--- config.mk ---
export PLATFORM = sky130hd
export DESIGN_NAME = gated_nibble_bus_capture_packer
export DESIGN_NICKNAME = d
export VERILOG_FILES = /design/src/gnbcp_pkg.sv /design/src/gated_nibble_bus_capture_packer.sv
export SDC_FILE = /design/constraint.sdc
export NUM_CORES = 1
export LEC_CHECK = 0
export BUFFER_PORTS_ARGS = -buffer_cell sky130_fd_sc_hd__buf_2
export CAP_MARGIN = 20
export CELL_PAD_IN_SITES_DETAIL_PLACEMENT = 0
export CELL_PAD_IN_SITES_GLOBAL_PLACEMENT = 1
export CORE_ASPECT_RATIO = 1.4
export CORE_MARGIN = 2
export CORE_UTILIZATION = 49
export DETAILED_ROUTE_END_ITERATION = 8
export GPL_TIMING_DRIVEN = 0
export PLACE_DENSITY = 0.87
export SYNTH_ARGS = -nofsm -noshare
export SYNTH_HDL_FRONTEND = slang
export SYNTH_SLANG_ARGS = --single-unit
--- constraint.sdc ---
create_clock -name clk -period 13.18 [get_ports clk]
set_input_delay 2.636 -clock clk [delete_from_list [all_inputs] [get_ports clk]]
set_output_delay 2.636 -clock clk [all_outputs]
set_load 0.05 [all_outputs]
--- src/gnbcp_pkg.sv ---
// Shared constants and types for the gated nibble bus capture packer.
package gnbcp_pkg;

  localparam int unsigned SAMPLE_W     = 8;
  localparam int unsigned HELD_W       = 6;
  localparam int unsigned NIBBLE_W     = 4;
  localparam int unsigned NIBBLES      = 16;
  localparam int unsigned WORD_W       = NIBBLE_W * NIBBLES;
  localparam int unsigned PEND_W       = $clog2(NIBBLES);
  localparam int unsigned COUNT_W      = PEND_W + 1;
  localparam int unsigned OUT_DATA_W   = ((WORD_W + COUNT_W + 7) / 8) * 8;

  // Bit positions inside a raw sample
  localparam int unsigned STROBE_BIT   = 4;
  localparam int unsigned BUS_CLK_BIT  = 5;

  typedef enum logic [2:0] {
    PH_SEEK  = 3'b001,
    PH_FRAME = 3'b010,
    PH_DONE  = 3'b100
  } phase_t;

endpackage

--- src/gated_nibble_bus_capture_packer.sv ---
// Top level: gated nibble bus capture and 64-bit word packer.
//
//  channel  dir  handshake         payload
//  s_*      in   tvalid/tready     tdata = sample[7:0]; tlast = end_of_capture
//  m_*      out  tvalid/tready     tdata = packed_word[63:0], nibble_count[68:64];
//                                  tlast = frame_last
//
// One sample word per clock: the frame tracking and nibble packing are
// combinational between the slave port and the result register, so a word
// emitted for sample n is on m_* the cycle after it is accepted. Reset (rst,
// sync, active high) returns to frame search and empties the result register.
// s_tready drops only while a result sits unread under a low m_tready.
module gated_nibble_bus_capture_packer (
  input  logic                                 clk,
  input  logic                                 rst,
  input  logic                                 s_tvalid,
  output logic                                 s_tready,
  input  logic [gnbcp_pkg::SAMPLE_W-1:0]       s_tdata,   // sample[7:0]
  input  logic                                 s_tlast,
  output logic                                 m_tvalid,
  input  logic                                 m_tready,
  // packed_word[63:0], nibble_count[68:64], zero pad
  output logic [gnbcp_pkg::OUT_DATA_W-1:0]     m_tdata,
  output logic                                 m_tlast
);

  localparam int unsigned WORD_W  = gnbcp_pkg::WORD_W;
  localparam int unsigned COUNT_W = gnbcp_pkg::COUNT_W;
  localparam int unsigned PEND_W  = gnbcp_pkg::PEND_W;
  localparam int unsigned HELD_W  = gnbcp_pkg::HELD_W;
  localparam int unsigned NIB_W   = gnbcp_pkg::NIBBLE_W;
  localparam int unsigned PAD_W   = gnbcp_pkg::OUT_DATA_W - WORD_W - COUNT_W;

  gnbcp_pkg::phase_t   phase, phase_next;
  logic [HELD_W-1:0]   held_sample, held_sample_next;
  logic [WORD_W-1:0]   accumulator, accumulator_next;
  logic [PEND_W-1:0]   pending_count, pending_count_next;

  logic                emit;
  logic [WORD_W-1:0]   emit_word;
  logic [COUNT_W-1:0]  emit_count;
  logic                emit_last;

  logic [WORD_W-1:0]   out_word;
  logic [COUNT_W-1:0]  out_count;

  logic [HELD_W-1:0]   cur;
  logic                strobe;
  logic                eoc;
  logic                fall;
  logic                accept;
  logic [WORD_W-1:0]   merged;
  logic [COUNT_W-1:0]  cnt;

  assign s_tready = !m_tvalid || m_tready;
  assign accept   = s_tvalid && s_tready;
  assign cur      = s_tdata[HELD_W-1:0];
  assign strobe   = cur[gnbcp_pkg::STROBE_BIT];
  assign eoc      = s_tlast;
  // falling bus clock between held in-frame sample and current one
  assign fall     = held_sample[gnbcp_pkg::BUS_CLK_BIT] && !cur[gnbcp_pkg::BUS_CLK_BIT];

  // drop the held nibble into the slot at pending_count
  always_comb begin
    merged = accumulator;
    for (int i = 0; i < gnbcp_pkg::NIBBLES; i++) begin
      if (fall && (pending_count == PEND_W'(i))) begin
        merged[i*NIB_W +: NIB_W] = held_sample[NIB_W-1:0];
      end
    end
    cnt = {1'b0, pending_count} + COUNT_W'(fall);
  end

  always_comb begin
    phase_next         = phase;
    held_sample_next   = held_sample;
    accumulator_next   = accumulator;
    pending_count_next = pending_count;
    emit               = 1'b0;
    emit_word          = '0;
    emit_count         = '0;
    emit_last          = 1'b0;
    unique case (phase)
      gnbcp_pkg::PH_FRAME: begin
        held_sample_next = cur;
        if (!strobe || eoc) begin
          emit               = 1'b1;
          emit_word          = merged;
          emit_count         = cnt;
          emit_last          = 1'b1;
          accumulator_next   = '0;
          pending_count_next = '0;
          phase_next         = eoc ? gnbcp_pkg::PH_SEEK : gnbcp_pkg::PH_DONE;
        end else if (cnt == COUNT_W'(gnbcp_pkg::NIBBLES)) begin
          emit               = 1'b1;
          emit_word          = merged;
          emit_count         = cnt;
          accumulator_next   = '0;
          pending_count_next = '0;
        end else begin
          accumulator_next   = merged;
          pending_count_next = cnt[PEND_W-1:0];
        end
      end
      gnbcp_pkg::PH_DONE: begin
        if (eoc) begin
          phase_next = gnbcp_pkg::PH_SEEK;
        end
      end
      default: begin
        accumulator_next   = '0;
        pending_count_next = '0;
        phase_next         = gnbcp_pkg::PH_SEEK;
        if (strobe) begin
          held_sample_next = cur;
          if (!eoc) begin
            phase_next = gnbcp_pkg::PH_FRAME;
          end
        end
        // capture ended with no frame open: lone last marker
        if (eoc) begin
          emit      = 1'b1;
          emit_last = 1'b1;
        end
      end
    endcase
  end

  always_ff @(posedge clk) begin
    if (rst) begin
      phase         <= gnbcp_pkg::PH_SEEK;
      held_sample   <= '0;
      accumulator   <= '0;
      pending_count <= '0;
    end else if (accept) begin
      phase         <= phase_next;
      held_sample   <= held_sample_next;
      accumulator   <= accumulator_next;
      pending_count <= pending_count_next;
    end
  end

  always_ff @(posedge clk) begin
    if (rst) begin
      m_tvalid <= 1'b0;
    end else if (accept && emit) begin
      m_tvalid <= 1'b1;
    end else if (m_tready) begin
      m_tvalid <= 1'b0;
    end
  end

  always_ff @(posedge clk) begin
    if (accept && emit) begin
      out_word  <= emit_word;
      out_count <= emit_count;
      m_tlast   <= emit_last;
    end
  end

  assign m_tdata = {{PAD_W{1'b0}}, out_count, out_word};

endmodule

==> results.py <==
metrics = {
    "worst_setup_path": {
        "critPathLaunchType": "input port",
        "reg2reg_depth": 9,
        "startpoint": "m_tready",
        "worstSetupPathType": "in -> out",
        "cp-endpoint": "s_tready",
        "r2r_end": "out_word[24]",
        "arrival_ns": 3.55,
        "worstReg2RegStart": "held_sample[5]",
        "critPathRequiredTime_ns": 10.54,
        "critical_path.endpoint_type": "output pin",
        "r2r_slack_ns": 10.13,
        "critPathMaxFanout": 7,
    },
    "floorplan": {
        "boundaryPins": 88,
        "fp.dieH_um": 138,
        "dieArea_um2": 13800,
        "core_um2": 12700,
        "initial_core_util_pct": 49.6,
        "num_rows": 49,
        "die_w_um": 99.8,
    },
    "timing": {
        "max_freq_ghz": 0.162,
        "finalHoldViolCount": 0,
        "final.setup_skew_ns": 0.00852,
        "max_slew_margin_pct": 33.2,
        "worstMarginPinSlew_ns": 0.995,
        "worst_slack_ns": 6.99,
        "min_period_over_period_pct": 46.9,
        "setup_viol": 0,
        "rsz0062_at_grt": "false",
        "drv_slew": 0,
        "fin_crit_ns": 6.19,
        "timing.setup.tns_ns": 0,
    },
    "pwr": {
        "powerDensity_nw_per_um2": 138,
        "leakage_nw": 2.55,
        "vdd_drop_max_mv": 0.0988,
    },
    "routing": {
        "wl_per_cell_um": 19.0,
        "wl_mm": 15.1,
        "num_vias": 4577,
        "drt-pass1-iter-count": 5,
        "route.detailed.drc": 0,
        "first_iter_violations": 322,
        "antenna_left": 0,
        "via_per_inst": 5.76,
    },
    "clocking": {
        "clkSinkCount": 147,
        "cts_buffers": 17,
        "post_cts_buffers": 0,
        "cts_tree": "yes",
        "cts.path.max_buffers": 2,
        "root_buffer": "clkbuf_16",
        "cts_resized": 0,
        "h-tree-depth": 4,
        "path_clk_slew_ns": 0.06,
        "ctsHoldBuffers": 0,
        "clk_latency_ns": 0.42,
    },
    "placed_design": {
        "portBuffers": 82,
        "place_hpwl_mm": 10.6,
        "dpl_worst_slack_ns": 7.01,
        "gp_congestion": 0.874,
    },
    "run": {
        "maxCapViolCount": 0,
    },
    "global_route": {
        "grt_remaining_overflow": 0,
        "grt_pass1_vias": 4693,
        "grt_max_degree": 36,
        "grt_pass1_wl_mm": 24.0,
        "antenna_found_initial": 0,
        "grt_util_all_layers_pct": 22.4,
    },
    "yosys": {
        "yosysWarnings": 0,
        "yosys.area.top_type": "edfxtp_1",
        "synth_area_leaders": "edfxtp_1 33%, dfxtp_1 24%, mux2i_1 10%",
        "ys_seq_area_share_pct": 57.9,
        "synthesis.area_um2": 6300,
        "ys_types": 47,
        "synth_top_area_share_pct": 33.4,
        "syn_area_per_cell_um2": 12.0,
        "ys_ff_latch": 147,
        "netlist_instances": 523,
    },
    "status": {
        "outcome": "completed",
    },
    "cells_and_area": {
        "synthToLayoutAreaGrowth_pct": 19.8,
        "nets": 643,
        "layout-drive-gt1-share_pct": 25.0,
        "final_core_util_pct": 59.4,
        "diodes": 0,
    },
    "hold_path": {
        "hold_class": "reg -> reg",
    },
}
-- Yosys cell counts (all sizes together) --
cell,instances
o2111ai,1
nand4bb,2
conb,1
mux2i,65
o21ai,9
xnor2,3
nand2,13
a211oi,1
a41oi,1
a31oi,1
nand3b,1
or3b,1
nand2b,4
nor3,14
o31ai,17
a21oi,12
nor2b,2
edfxtp,70
or3,1
nand4b,1
nor3b,3
nor4,9
clkinv,1
dfxtp,77
buf,17
inv,7
nor4b,1
o311ai,1
and2b,1
and2,1
clkbuf,24
a22o,64
o32ai,2
nand3,6
nand4,1
or2,2
or4b,1
nor2,83
ha,2
-- worst max-delay path, cell delays in order --
cell	delay, ns
buf_2	0.09
and2b_1	0.30
clkinv_1	0.24
buf_2	0.28
-- flip-flops by register name, summed over array words and instances, names as in the netlist --
signal and count:
accumulator 64, pending_count 4, m_tvalid 1, m_tlast 1, held_sample 5, out_count 5, out_word 64, phase 3
-- power breakdown --
part / internal (W) / switching, W / leakage [nW] / total (W)
clock network: 0.000294 / 0.000183 / 0.281 / 0.000477
registers: 0.000486 / 0.00000272 / 1.31 / 0.000489
logic: 0.0000158 / 0.0000605 / 0.965 / 0.0000763
-- layer usage --
layer  global-route usage, %  vias up  wire length (µm)
li1                        -     2155                 -
met1                    24.6     2223              5870
met2                    41.4      164              8220
met3                    4.55       35               654
met4                    9.16        0               370
met5                       0        -                 0
-- kinds of logic (layout without fill, tap and decap cells) --
| group | count (synthesis) | after routing | synth area share (%) |
|---|---|---|---|
| buffers and inverters | 49 | 165 | 3.42 |
| adder cells (fa/ha/maj) | 2 | 2 | 0.397 |
| AND/OR/NAND/NOR | 147 | 147 | 12.5 |
| other | 1 | 3 | 0.0595 |
| multiplexers | 65 | 65 | 10.3 |
| AO/OA/AOI/OAI | 109 | 109 | 15.0 |
| flip-flops | 147 | 147 | 57.9 |
| XOR/XNOR | 3 | 3 | 0.417 |
-- per-stage QoR --
step	cell area, µm²	std cells	total power, W	hold slack [ns]
6_report	7540	794	0.00104	0.475
5_1_grt	7540	794	0.00107	0.489
4_1_cts	7540	794	0.00104	0.478
3_5_place_dp	6960	762	0.000574	0.465
3_3_place_gp	6910	760	0.000573	0.458
2_1_floorplan	6300	525	0.000554	0.442
-- placed cells by master (no fill, tap or decap), drive strengths merged, types with 12 or more instances in the layout --
cell type	n
buf	101
mux2i	65
dfxtp	77
edfxtp	70
clkbuf	48
a21oi	12
nor2	83
nor3	14
o31ai	17
nand2	13
a22o	64
-- how the worst min path moves through the flow --
stage | to | depth (start not counted) | slack (ns) | from
after floorplan | accumulator[52] | 1 | 0.44 | accumulator[52]
after global placement | accumulator[53] | 1 | 0.46 | accumulator[53]
after detailed placement | accumulator[52] | 1 | 0.47 | accumulator[52]
after CTS | accumulator[52] | 1 | 0.48 | accumulator[52]
after global routing | accumulator[10] | 1 | 0.49 | accumulator[10]
final | accumulator[53] | 1 | 0.47 | accumulator[53]
-- final cells by class --
class	instances	area, µm²
Fill cell	1023	5150
Clock buffer	24	482
Multi-Input combinational cell	329	2460
Timing Repair Buffer	84	450
Sequential cell	147	3640
Buffer	41	185
Clock inverter	8	103
Tap cell	153	191
Inverter	8	30.0
Power figures use the tool's default switching activity.
